[config.mk]
export PLATFORM = sky130hd
export DESIGN_NAME = utf8_xml_escape_encoder
export DESIGN_NICKNAME = d
export VERILOG_FILES = /design/src/hw/rtl/uxe_pkg.sv /design/src/hw/rtl/uxe_front.sv /design/src/hw/rtl/uxe_back.sv /design/src/hw/rtl/uxe_out.sv /design/src/hw/rtl/utf8_xml_escape_encoder.sv
export SDC_FILE = /design/constraint.sdc
export NUM_CORES = 1
export LEC_CHECK = 0
export BUFFER_PORTS_ARGS = -buffer_cell sky130_fd_sc_hd__buf_2
export CAP_MARGIN = 15
export CORE_UTILIZATION = 50
export DETAILED_ROUTE_END_ITERATION = 6
export PLACE_DENSITY = 0.66
export SLEW_MARGIN = 40
export SYNTH_ARGS = -nofsm -noshare
export SYNTH_HDL_FRONTEND = slang
export SYNTH_HIERARCHICAL = 1
export SYNTH_SLANG_ARGS = --single-unit
[constraint.sdc]
create_clock -name clk -period 7.7 [get_ports clk]
set_input_delay 1.54 -clock clk [delete_from_list [all_inputs] [get_ports clk]]
set_output_delay 1.54 -clock clk [all_outputs]
set_load 0.01 [all_outputs]
[src/hw/rtl/uxe_pkg.sv]
// ----------------------------------------------------------------------------
// uxe_pkg
// Types, constants and helper functions shared by the XML escape encoder.
// ----------------------------------------------------------------------------
package uxe_pkg;

    localparam int QUEUE_DEPTH = 2;
    localparam int QPTR_W      = $clog2(QUEUE_DEPTH);
    localparam int QCNT_W      = $clog2(QUEUE_DEPTH + 1);
    localparam int CP_W        = 21;

    localparam logic [7:0] CH_AMP  = 8'h26;
    localparam logic [7:0] CH_LT   = 8'h3c;
    localparam logic [7:0] CH_GT   = 8'h3e;
    localparam logic [7:0] CH_HASH = 8'h23;
    localparam logic [7:0] CH_X    = 8'h78;
    localparam logic [7:0] CH_SEMI = 8'h3b;
    localparam logic [7:0] CH_A    = 8'h61;
    localparam logic [7:0] CH_M    = 8'h6d;
    localparam logic [7:0] CH_P    = 8'h70;
    localparam logic [7:0] CH_L    = 8'h6c;
    localparam logic [7:0] CH_G    = 8'h67;
    localparam logic [7:0] CH_T    = 8'h74;

    typedef enum logic [2:0] {
        MK_RAW,
        MK_AMP,
        MK_LT,
        MK_GT,
        MK_REF
    } msg_kind_t;

    typedef enum logic [1:0] {
        ST_DECIDE,
        ST_EMIT,
        ST_FINISH
    } back_state_t;

    typedef enum logic [1:0] {
        A_HOLD,
        A_RAW1,
        A_MSG
    } action_t;

    // One queued input byte with its sequence length class.
    typedef struct packed {
        logic [7:0] data;
        logic       eos;
        logic [2:0] slen;
    } item_t;

    // Output request from the back end to the output stage.
    typedef struct packed {
        logic       byte_v;
        logic       end_v;
        logic [7:0] data;
    } evt_t;

    typedef struct packed {
        logic pend_v;
        logic out_free;
    } ostat_t;

    function automatic logic [2:0] seq_len(input logic [7:0] b);
        logic [2:0] r;
        if (b <= 8'h7f) begin
            r = 3'd1;
        end else if (b inside {[8'hc2:8'hdf]}) begin
            r = 3'd2;
        end else if (b inside {[8'he0:8'hef]}) begin
            r = 3'd3;
        end else if (b inside {[8'hf0:8'hf4]}) begin
            r = 3'd4;
        end else begin
            r = 3'd0;
        end
        return r;
    endfunction

    function automatic logic is_cont(input logic [7:0] b);
        return b[7:6] == 2'b10;
    endfunction

    function automatic logic xml_ok(input logic [CP_W-1:0] w);
        return (w == 21'h9) || (w == 21'ha) || (w == 21'hd) ||
               (w >= 21'h20 && w <= 21'hd7ff) ||
               (w >= 21'he000 && w <= 21'hfffd) ||
               (w >= 21'h10000 && w <= 21'h10ffff);
    endfunction

    function automatic logic [7:0] hex_char(input logic [3:0] d);
        logic [7:0] r;
        if (d < 4'd10) begin
            r = 8'h30 + {4'd0, d};
        end else begin
            r = 8'h57 + {4'd0, d};
        end
        return r;
    endfunction

    // Hex digits needed for a value, at least one.
    function automatic logic [2:0] num_digits(input logic [CP_W-1:0] v);
        logic [2:0] r;
        if (v[20] != 1'b0) begin
            r = 3'd6;
        end else if (v[19:16] != 4'd0) begin
            r = 3'd5;
        end else if (v[15:12] != 4'd0) begin
            r = 3'd4;
        end else if (v[11:8] != 4'd0) begin
            r = 3'd3;
        end else if (v[7:4] != 4'd0) begin
            r = 3'd2;
        end else begin
            r = 3'd1;
        end
        return r;
    endfunction

endpackage

[src/hw/rtl/uxe_front.sv]
// ----------------------------------------------------------------------------
// uxe_front
// Accepts input bytes, classifies their sequence length and queues them.
// ----------------------------------------------------------------------------
module uxe_front
    import uxe_pkg::*;
(
    input  logic       clk,
    input  logic       rst_n,
    input  logic       in_valid,
    output logic       in_stall,
    input  logic [7:0] in_byte,
    input  logic       end_of_stream,
    output logic       q_valid,
    output item_t      q_item,
    input  logic       q_pop
);

    item_t               mem_reg [QUEUE_DEPTH];
    logic [QPTR_W-1:0]   wr_ptr_reg;
    logic [QPTR_W-1:0]   wr_ptr_next;
    logic [QPTR_W-1:0]   rd_ptr_reg;
    logic [QPTR_W-1:0]   rd_ptr_next;
    logic [QCNT_W-1:0]   cnt_reg;
    logic [QCNT_W-1:0]   cnt_next;
    logic                push;
    item_t               new_item;

    assign in_stall = (cnt_reg == QCNT_W'(QUEUE_DEPTH));
    assign push     = in_valid && !in_stall;
    assign q_valid  = (cnt_reg != '0);
    assign q_item   = mem_reg[rd_ptr_reg];

    always_comb
    begin
        new_item.data = in_byte;
        new_item.eos  = end_of_stream;
        new_item.slen = seq_len(in_byte);
    end

    always_comb
    begin
        wr_ptr_next = wr_ptr_reg;
        rd_ptr_next = rd_ptr_reg;
        cnt_next    = cnt_reg;
        if (push) begin
            wr_ptr_next = (wr_ptr_reg == QPTR_W'(QUEUE_DEPTH - 1)) ? '0 : wr_ptr_reg + 1'b1;
        end
        if (q_pop) begin
            rd_ptr_next = (rd_ptr_reg == QPTR_W'(QUEUE_DEPTH - 1)) ? '0 : rd_ptr_reg + 1'b1;
        end
        if (push && !q_pop) begin
            cnt_next = cnt_reg + 1'b1;
        end else if (!push && q_pop) begin
            cnt_next = cnt_reg - 1'b1;
        end
    end

    always_ff @(posedge clk or negedge rst_n)
    begin
        if (!rst_n) begin
            wr_ptr_reg <= '0;
            rd_ptr_reg <= '0;
            cnt_reg    <= '0;
        end else begin
            wr_ptr_reg <= wr_ptr_next;
            rd_ptr_reg <= rd_ptr_next;
            cnt_reg    <= cnt_next;
        end
    end

    always_ff @(posedge clk)
    begin
        if (push) begin
            mem_reg[wr_ptr_reg] <= new_item;
        end
    end

endmodule

[src/hw/rtl/uxe_back.sv]
// ----------------------------------------------------------------------------
// uxe_back
// Holds partial UTF-8 sequences, checks them and sequences the output bytes.
// ----------------------------------------------------------------------------
module uxe_back
    import uxe_pkg::*;
(
    input  logic   clk,
    input  logic   rst_n,
    input  logic   q_valid,
    input  item_t  q_item,
    output logic   q_pop,
    input  ostat_t ost,
    output evt_t   evt
);

    back_state_t       state_reg;
    back_state_t       state_next;
    logic [1:0]        hc_reg;
    logic [1:0]        hc_next;
    logic [7:0]        held_reg [3];
    logic [2:0]        hlen_reg;
    item_t             rp_reg [3];
    item_t             rp_next [3];
    logic [1:0]        rcnt_reg;
    logic [1:0]        rcnt_next;
    msg_kind_t         kind_reg;
    logic [7:0]        mseq_reg [4];
    logic [3:0]        mlen_reg;
    logic [CP_W-1:0]   mval_reg;
    logic [2:0]        mnd_reg;
    logic [3:0]        idx_reg;
    logic              final_reg;

    logic              from_rp;
    logic              src_v;
    item_t             src;
    logic [2:0]        n;
    logic [7:0]        seq [4];
    logic [CP_W-1:0]   cp;
    logic              ok;
    logic              malformed;
    action_t           act;
    logic              do_hold;
    logic [2:0]        hold_len;
    msg_kind_t         m_kind;
    logic [3:0]        m_len;
    logic [CP_W-1:0]   m_val;
    logic [2:0]        m_nd;
    item_t             rem [2];
    logic [1:0]        rem_cnt;
    item_t             mal [3];
    logic [1:0]        mal_cnt;
    logic              is_final;
    logic              can_ev;
    logic              need;
    logic              go;
    logic [7:0]        mchar;
    logic              emit_last;
    logic [2:0]        npos;
    logic [3:0]        nib;

    assign from_rp = (rcnt_reg != 2'd0);
    assign src_v   = from_rp || q_valid;
    assign src     = from_rp ? rp_reg[0] : q_item;
    assign can_ev  = ost.pend_v ? ost.out_free : 1'b1;

    // Classify the current byte against the held sequence.
    always_comb
    begin
        n      = {1'b0, hc_reg} + 3'd1;
        seq[0] = (hc_reg == 2'd0) ? src.data : held_reg[0];
        seq[1] = (hc_reg == 2'd1) ? src.data : ((hc_reg > 2'd1) ? held_reg[1] : 8'd0);
        seq[2] = (hc_reg == 2'd2) ? src.data : ((hc_reg > 2'd2) ? held_reg[2] : 8'd0);
        seq[3] = (hc_reg == 2'd3) ? src.data : 8'd0;

        case (hlen_reg)
            3'd2:
            begin
                ok = is_cont(seq[1]);
                cp = {10'd0, seq[0][4:0], seq[1][5:0]};
            end
            3'd3:
            begin
                ok = is_cont(seq[1]) && is_cont(seq[2]) &&
                     (seq[0] >= 8'he1 || seq[1] >= 8'ha0);
                cp = {5'd0, seq[0][3:0], seq[1][5:0], seq[2][5:0]};
            end
            default:
            begin
                ok = is_cont(seq[1]) && is_cont(seq[2]) && is_cont(seq[3]) &&
                     (seq[0] >= 8'hf1 || seq[1] >= 8'h90);
                cp = {seq[0][2:0], seq[1][5:0], seq[2][5:0], seq[3][5:0]};
            end
        endcase

        act       = A_HOLD;
        malformed = 1'b0;
        do_hold   = 1'b0;
        hold_len  = src.slen;
        hc_next   = 2'd0;
        m_kind    = MK_RAW;
        m_len     = {1'b0, n};
        m_val     = {13'd0, src.data};

        if (hc_reg == 2'd0) begin
            if (src.data == CH_AMP) begin
                act    = A_MSG;
                m_kind = MK_AMP;
                m_len  = 4'd5;
            end else if (src.data == CH_LT) begin
                act    = A_MSG;
                m_kind = MK_LT;
                m_len  = 4'd4;
            end else if (src.data == CH_GT) begin
                act    = A_MSG;
                m_kind = MK_GT;
                m_len  = 4'd4;
            end else if (src.slen == 3'd0) begin
                act    = A_MSG;
                m_kind = MK_REF;
            end else if (src.slen == 3'd1) begin
                if (xml_ok({13'd0, src.data})) begin
                    act = A_RAW1;
                end else begin
                    act    = A_MSG;
                    m_kind = MK_REF;
                end
            end else if (src.eos) begin
                act = A_RAW1;
            end else begin
                do_hold = 1'b1;
                hc_next = 2'd1;
            end
        end else if (n < hlen_reg) begin
            if (src.eos) begin
                // Truncated sequence at end of stream leaves raw.
                act = A_MSG;
            end else begin
                do_hold  = 1'b1;
                hold_len = hlen_reg;
                hc_next  = n[1:0];
            end
        end else if (ok) begin
            act = A_MSG;
            if (!xml_ok(cp)) begin
                m_kind = MK_REF;
                m_val  = cp;
            end
        end else begin
            act       = A_MSG;
            malformed = 1'b1;
            m_kind    = MK_REF;
            m_val     = {13'd0, seq[0]};
        end

        m_nd = num_digits(m_val);
        if (m_kind == MK_REF) begin
            m_len = {1'b0, m_nd} + 4'd4;
        end
    end

    // Replay list: followers of a malformed sequence go ahead of what is left.
    always_comb
    begin
        rem[0]  = rp_reg[1];
        rem[1]  = rp_reg[2];
        rem_cnt = from_rp ? (rcnt_reg - 2'd1) : 2'd0;
        mal_cnt = n[1:0] - 2'd1;
        for (int k = 0; k < 3; k++) begin
            mal[k].data = seq[k+1];
            mal[k].eos  = src.eos && (k == int'(n) - 2);
            mal[k].slen = seq_len(seq[k+1]);
        end
        for (int k = 0; k < 3; k++) begin
            if (!malformed) begin
                rp_next[k] = (k < 2) ? rem[k] : rp_reg[2];
            end else if (2'(k) < mal_cnt) begin
                rp_next[k] = mal[k];
            end else begin
                rp_next[k] = rem[1'(2'(k) - mal_cnt)];
            end
        end
        rcnt_next = malformed ? (mal_cnt + rem_cnt) : rem_cnt;
        is_final  = (rcnt_next == 2'd0);
    end

    // Character at the current position of the pending message.
    always_comb
    begin
        npos = 3'({1'b0, mnd_reg} + 4'd2 - idx_reg);
        case (npos)
            3'd0:    nib = mval_reg[3:0];
            3'd1:    nib = mval_reg[7:4];
            3'd2:    nib = mval_reg[11:8];
            3'd3:    nib = mval_reg[15:12];
            3'd4:    nib = mval_reg[19:16];
            default: nib = {3'd0, mval_reg[20]};
        endcase
        mchar = CH_SEMI;
        case (kind_reg)
            MK_RAW:
            begin
                mchar = mseq_reg[idx_reg[1:0]];
            end
            MK_AMP:
            begin
                case (idx_reg)
                    4'd0:    mchar = CH_AMP;
                    4'd1:    mchar = CH_A;
                    4'd2:    mchar = CH_M;
                    4'd3:    mchar = CH_P;
                    default: mchar = CH_SEMI;
                endcase
            end
            MK_LT, MK_GT:
            begin
                case (idx_reg)
                    4'd0:    mchar = CH_AMP;
                    4'd1:    mchar = (kind_reg == MK_LT) ? CH_L : CH_G;
                    4'd2:    mchar = CH_T;
                    default: mchar = CH_SEMI;
                endcase
            end
            MK_REF:
            begin
                if (idx_reg == 4'd0) begin
                    mchar = CH_AMP;
                end else if (idx_reg == 4'd1) begin
                    mchar = CH_HASH;
                end else if (idx_reg == 4'd2) begin
                    mchar = CH_X;
                end else if (idx_reg == mlen_reg - 4'd1) begin
                    mchar = CH_SEMI;
                end else begin
                    mchar = hex_char(nib);
                end
            end
            default:
            begin
                mchar = CH_SEMI;
            end
        endcase
        emit_last = (idx_reg == mlen_reg - 4'd1);
    end

    always_comb
    begin
        case (act)
            A_HOLD:  need = is_final ? can_ev : 1'b1;
            A_RAW1:  need = (is_final && !ost.pend_v) ? ost.out_free : can_ev;
            default: need = 1'b1;
        endcase
        go    = (state_reg == ST_DECIDE) && src_v && need;
        q_pop = go && !from_rp;
    end

    // Next state.
    always_comb
    begin
        state_next = state_reg;
        case (state_reg)
            ST_DECIDE:
            begin
                if (go) begin
                    if (act == A_MSG) begin
                        state_next = ST_EMIT;
                    end else if (act == A_RAW1 && is_final && ost.pend_v) begin
                        state_next = ST_FINISH;
                    end
                end
            end
            ST_EMIT:
            begin
                if (can_ev && emit_last) begin
                    state_next = final_reg ? ST_FINISH : ST_DECIDE;
                end
            end
            ST_FINISH:
            begin
                if (can_ev) begin
                    state_next = ST_DECIDE;
                end
            end
            default:
            begin
                state_next = ST_DECIDE;
            end
        endcase
    end

    // Output requests.
    always_comb
    begin
        evt.byte_v = 1'b0;
        evt.end_v  = 1'b0;
        evt.data   = src.data;
        case (state_reg)
            ST_DECIDE:
            begin
                if (go && act == A_RAW1) begin
                    evt.byte_v = 1'b1;
                    evt.end_v  = is_final && !ost.pend_v;
                end else if (go && act == A_HOLD) begin
                    evt.end_v = is_final;
                end
            end
            ST_EMIT:
            begin
                evt.byte_v = can_ev;
                evt.data   = mchar;
            end
            ST_FINISH:
            begin
                evt.end_v = can_ev;
            end
            default:
            begin
                evt.byte_v = 1'b0;
            end
        endcase
    end

    always_ff @(posedge clk or negedge rst_n)
    begin
        if (!rst_n) begin
            state_reg <= ST_DECIDE;
            hc_reg    <= 2'd0;
            rcnt_reg  <= 2'd0;
            idx_reg   <= 4'd0;
            final_reg <= 1'b0;
        end else begin
            state_reg <= state_next;
            if (go) begin
                hc_reg    <= hc_next;
                rcnt_reg  <= rcnt_next;
                idx_reg   <= 4'd0;
                final_reg <= is_final;
            end else if (state_reg == ST_EMIT && can_ev) begin
                idx_reg <= idx_reg + 4'd1;
            end
        end
    end

    always_ff @(posedge clk)
    begin
        if (go) begin
            if (do_hold) begin
                held_reg[hc_reg] <= src.data;
                hlen_reg         <= hold_len;
            end
            for (int k = 0; k < 3; k++) begin
                rp_reg[k] <= rp_next[k];
            end
            for (int k = 0; k < 4; k++) begin
                mseq_reg[k] <= seq[k];
            end
            kind_reg <= m_kind;
            mlen_reg <= m_len;
            mval_reg <= m_val;
            mnd_reg  <= m_nd;
        end
    end

endmodule

[src/hw/rtl/uxe_out.sv]
// ----------------------------------------------------------------------------
// uxe_out
// Output stage: keeps one byte back so the last byte of a request can be
// marked, and drives the registered output channel.
// ----------------------------------------------------------------------------
module uxe_out
    import uxe_pkg::*;
(
    input  logic       clk,
    input  logic       rst_n,
    input  evt_t       evt,
    output ostat_t     ost,
    output logic       out_valid,
    input  logic       out_stall,
    output logic [7:0] out_byte,
    output logic       last_of_run
);

    logic       pend_v_reg;
    logic       pend_v_next;
    logic [7:0] pend_reg;
    logic       out_v_reg;
    logic       out_v_next;
    logic [7:0] out_data_reg;
    logic [7:0] out_data_next;
    logic       out_last_reg;
    logic       out_last_next;

    assign ost.pend_v   = pend_v_reg;
    assign ost.out_free = !out_v_reg || !out_stall;
    assign out_valid    = out_v_reg;
    assign out_byte     = out_data_reg;
    assign last_of_run  = out_last_reg;

    always_comb
    begin
        pend_v_next   = pend_v_reg;
        out_v_next    = out_v_reg && out_stall;
        out_data_next = out_data_reg;
        out_last_next = out_last_reg;
        if (evt.byte_v && evt.end_v) begin
            out_v_next    = 1'b1;
            out_data_next = evt.data;
            out_last_next = 1'b1;
        end else if (evt.byte_v) begin
            pend_v_next = 1'b1;
            if (pend_v_reg) begin
                out_v_next    = 1'b1;
                out_data_next = pend_reg;
                out_last_next = 1'b0;
            end
        end else if (evt.end_v && pend_v_reg) begin
            pend_v_next   = 1'b0;
            out_v_next    = 1'b1;
            out_data_next = pend_reg;
            out_last_next = 1'b1;
        end
    end

    always_ff @(posedge clk or negedge rst_n)
    begin
        if (!rst_n) begin
            pend_v_reg <= 1'b0;
            out_v_reg  <= 1'b0;
        end else begin
            pend_v_reg <= pend_v_next;
            out_v_reg  <= out_v_next;
        end
    end

    always_ff @(posedge clk)
    begin
        if (evt.byte_v && !evt.end_v) begin
            pend_reg <= evt.data;
        end
        out_data_reg <= out_data_next;
        out_last_reg <= out_last_next;
    end

endmodule

[src/hw/rtl/utf8_xml_escape_encoder.sv]
// ----------------------------------------------------------------------------
// utf8_xml_escape_encoder
// UTF-8 to XML-safe byte stream escaper, built from a queueing front end,
// a sequencing back end and a registered output stage.
// ----------------------------------------------------------------------------
// Pacing: a plain byte needs no setup; an entity, a reference or a completed
// multi-byte sequence is set up first and then sent one output byte at a time as
// the output takes them, with a final step to mark the last byte when the run ends,
// all paced by the back end's single sequencer.
// Reset: asynchronous, active low; clears the queue, held count and output.
module utf8_xml_escape_encoder
    import uxe_pkg::*;
(
    input  logic       clk,
    input  logic       rst_n,
    input  logic       in_valid,
    output logic       in_stall,
    input  logic [7:0] in_byte,
    input  logic       end_of_stream,
    output logic       out_valid,
    input  logic       out_stall,
    output logic [7:0] out_byte,
    output logic       last_of_run
);

    logic   q_valid;
    item_t  q_item;
    logic   q_pop;
    evt_t   evt;
    ostat_t ost;

    uxe_front u_front (
        .clk           (clk),
        .rst_n         (rst_n),
        .in_valid      (in_valid),
        .in_stall      (in_stall),
        .in_byte       (in_byte),
        .end_of_stream (end_of_stream),
        .q_valid       (q_valid),
        .q_item        (q_item),
        .q_pop         (q_pop)
    );

    uxe_back u_back (
        .clk     (clk),
        .rst_n   (rst_n),
        .q_valid (q_valid),
        .q_item  (q_item),
        .q_pop   (q_pop),
        .ost     (ost),
        .evt     (evt)
    );

    uxe_out u_out (
        .clk         (clk),
        .rst_n       (rst_n),
        .evt         (evt),
        .ost         (ost),
        .out_valid   (out_valid),
        .out_stall   (out_stall),
        .out_byte    (out_byte),
        .last_of_run (last_of_run)
    );

endmodule

==> flow_summary.toml <==
[status]
status = "finished, final reports clean"

[floorplanning]
pin_count = 24
die_h_um = 149
placementRows = 53
coreArea_um2 = 21100
dieWidth_um = 149
dieArea_um2 = 22200
initial_utilization_pct = 51.1

[clocking]
cts_tree = "built"
clk_latency_ps = 440
clkSinkCount = 184
cts.reportedPaths.clkPinSlew_ps = 70
clk_path_buf_depth = 2
ctsHoldBuffers = 0
clockRootBuffer = "clkbuf_16"
ctsResizeCount = 0
numCtsBuffers = 17
htreeDepth = 4
post_cts_buffers = 0

[synth]
synth_flop_cell = "edfxtp_1"
synth_edf_count = 166
yosysMostFrequentCell = "edfxtp_1"
synth-seq-cells = 184
synth_area_leaders = "edfxtp_1, dfrtp_1, a21oi_1, nor2_1, nand2_1"
synth_area_um2 = 10800
syn-num-nets = 1051
yosysWarningCount = 6
seq_area_frac_synth_pct = 50.4
synth_top_area_share_pct = 46.2
synth_top_area_cell = "edfxtp_1"
ys_top_cells_by_count = "edfxtp_1, nor2_1, a21oi_1, nand2_1, o21ai_0"
synth.avg_cell_area_um2 = 10.6
synth_cell_types = 98
async_flop_share_pct = 9.24
synth_cells = 1017

[worst_setup_path]
r2r_end = "u_back/mval_reg[2]"
cp.arrival_ps = 5770
crit_required_ps = 7770
r2r_cells = 13
critPathLaunchType = "register"
crit_fanout = 66
critPathCaptureType = "register"
reg2reg_from = "u_back/hc_reg[1]"
path_class = "register to register"
ff2ff_setup_slack_ps = 1990

[detailed_routing]
drt_iter0_drc = 1185
wl_per_cell_um = 24.1
ant_nets = 0
met3_length_um = 2820
wl_met1_um = 12900
remaining_drc_errors = 0
top_layer = "met5"
vias = 8457
firstDrtPassIters = 7
wirelength_um = 31300
routed_via_density = 6.51
wl_met2_um = 13900

[worst_hold_path]
hold_path.class = "register to register"
hold_depth = 2
min_from = "u_out/last_of_run"
whs_endpoint = "u_out/last_of_run"

[finish]
seq_area_um2 = 5430
fillers = 1822
multiInputGateArea_um2 = 4910
area_delta_synth_final_pct = 7.86
fin_nets = 1045
largest_reg_flops = 36
drive_gt1_share_pct = 14.2
fin_cells = 1300

[placement]
place_inst = 1267
gp_congestion = 0.973
port_buffers = 23
post-dp-hpwl_um = 22600

[global_route]
grt_first_pass_wirelength_um = 47400
grt_max_degree = 67
grt_overflow = 0
grt_pass1_vias = 7856
antenna_found_initial = 1
grtUsageTotal_pct = 29.3

[sta]
hold_viol_final = 0
slew_headroom_pct = 40.9
hold_slack_ps = 454
finalCriticalPeriod_ps = 5710
finalClockSkew_ps = 13.4
rsz0062_at_grt = "false"
finalSetupTns_ps = 0
finalSetupViolations = 0
finalMaxSlewViolations = 0
fmax_mhz = 175
max_slew.worst_pin.slew_ps = 881
post-route-period-util_pct = 74.1

[job]
drv.max_cap_violation_count = 0
==> worst max-delay path by stage <==
stage	start	to	slack, ps	depth (start not counted)
final	u_back/hc_reg[1]	u_back/mval_reg[2]	1990	13
after global routing	u_front/rd_ptr_reg	u_out/out_byte[6]	1510	14
after CTS	u_back/hc_reg[0]	u_out/out_valid	2000	15
after detailed placement	u_back/hc_reg[0]	u_out/out_valid	2020	15
after global placement	u_back/hc_reg[0]	u_out/out_valid	2180	15
after floorplan	u_back/hc_reg[0]	u_out/out_byte[0]	2740	20
==> per-stage QoR <==
stage	setup WS [ps]	instance area, um^2	util, %
after floorplan	2740	10800	-
after global placement	2180	11000	52.4
after detailed placement	2020	11100	52.5
after CTS	2000	11600	55.1
after global routing	1510	11600	55.1
final	1990	11600	55.2
==> cell type report <==
class	instances	area share [%]
tap	275	2.96
sequential	184	46.7
clock inverter	11	0.871
timing repair buffer	35	1.76
inverter	49	1.59
multi-input combinational	724	42.2
antenna	1	0.0215
clock buffer	21	3.87
==> critical path, stage by stage (launching register included) <==
cell	delay [ps]
dfrtp_1	520
inv_1	180
ha_1	450
nor2b_1	580
a221o_1	630
nor3_1	100
a21oi_1	300
a31o_2	620
o32ai_1	170
maj3_1	350
nand2_1	100
nand2_1	160
clkinv_2	370
buf_4	720
==> logic make-up (layout without fill, tap and decap cells) <==
kind of cell,after synthesis,after routing,synth area share [%]
XOR/XNOR,20,20,1.62
flip-flops,184,184,50.4
buffers and inverters,109,116,4.41
other,0,1,0
AND/OR/NAND/NOR,334,334,16.1
adder cells (fa/ha/maj),24,24,2.71
AO/OA/AOI/OAI,300,300,19.0
multiplexers,46,46,5.86
==> routing by layer <==
| layer | vias to the layer above | GRT usage (%) |
|---|---|---|
| li1 | 3848 | - |
| met1 | 4070 | 39.0 |
| met2 | 442 | 43.9 |
| met3 | 95 | 6.91 |
| met4 | 2 | 16.6 |
| met5 | - | 0 |
==> cell usage in the layout, fill, tap and decap left out, types with 6 or more instances in the layout <==
cell type and count:
nand2b_1 9, xnor2_1 13, nand2_1 82, buf_4 12
nor2_1 95, ha_1 20, o21ai_1 6, a21o_1 6
mux2_4 10, nand3_1 9, mux4_2 8, edfxtp_1 166
o22ai_1 10, o211ai_1 9, nor4_1 8, clkbuf_16 17
mux2_2 17, inv_1 45, buf_2 23, nand4_1 9
a21oi_1 83, o21a_1 10, a22oi_1 16, dfrtp_1 17
nor3b_1 8, o21ai_0 55, nor2b_1 19, nor3_1 24
and3_1 11, xor2_1 6, a31oi_1 15, mux2i_1 10
a211oi_1 15, and2_1 6
Power is not shown: default switching activity piles up to over one toggle a cycle in this logic, so the estimate is an artifact.
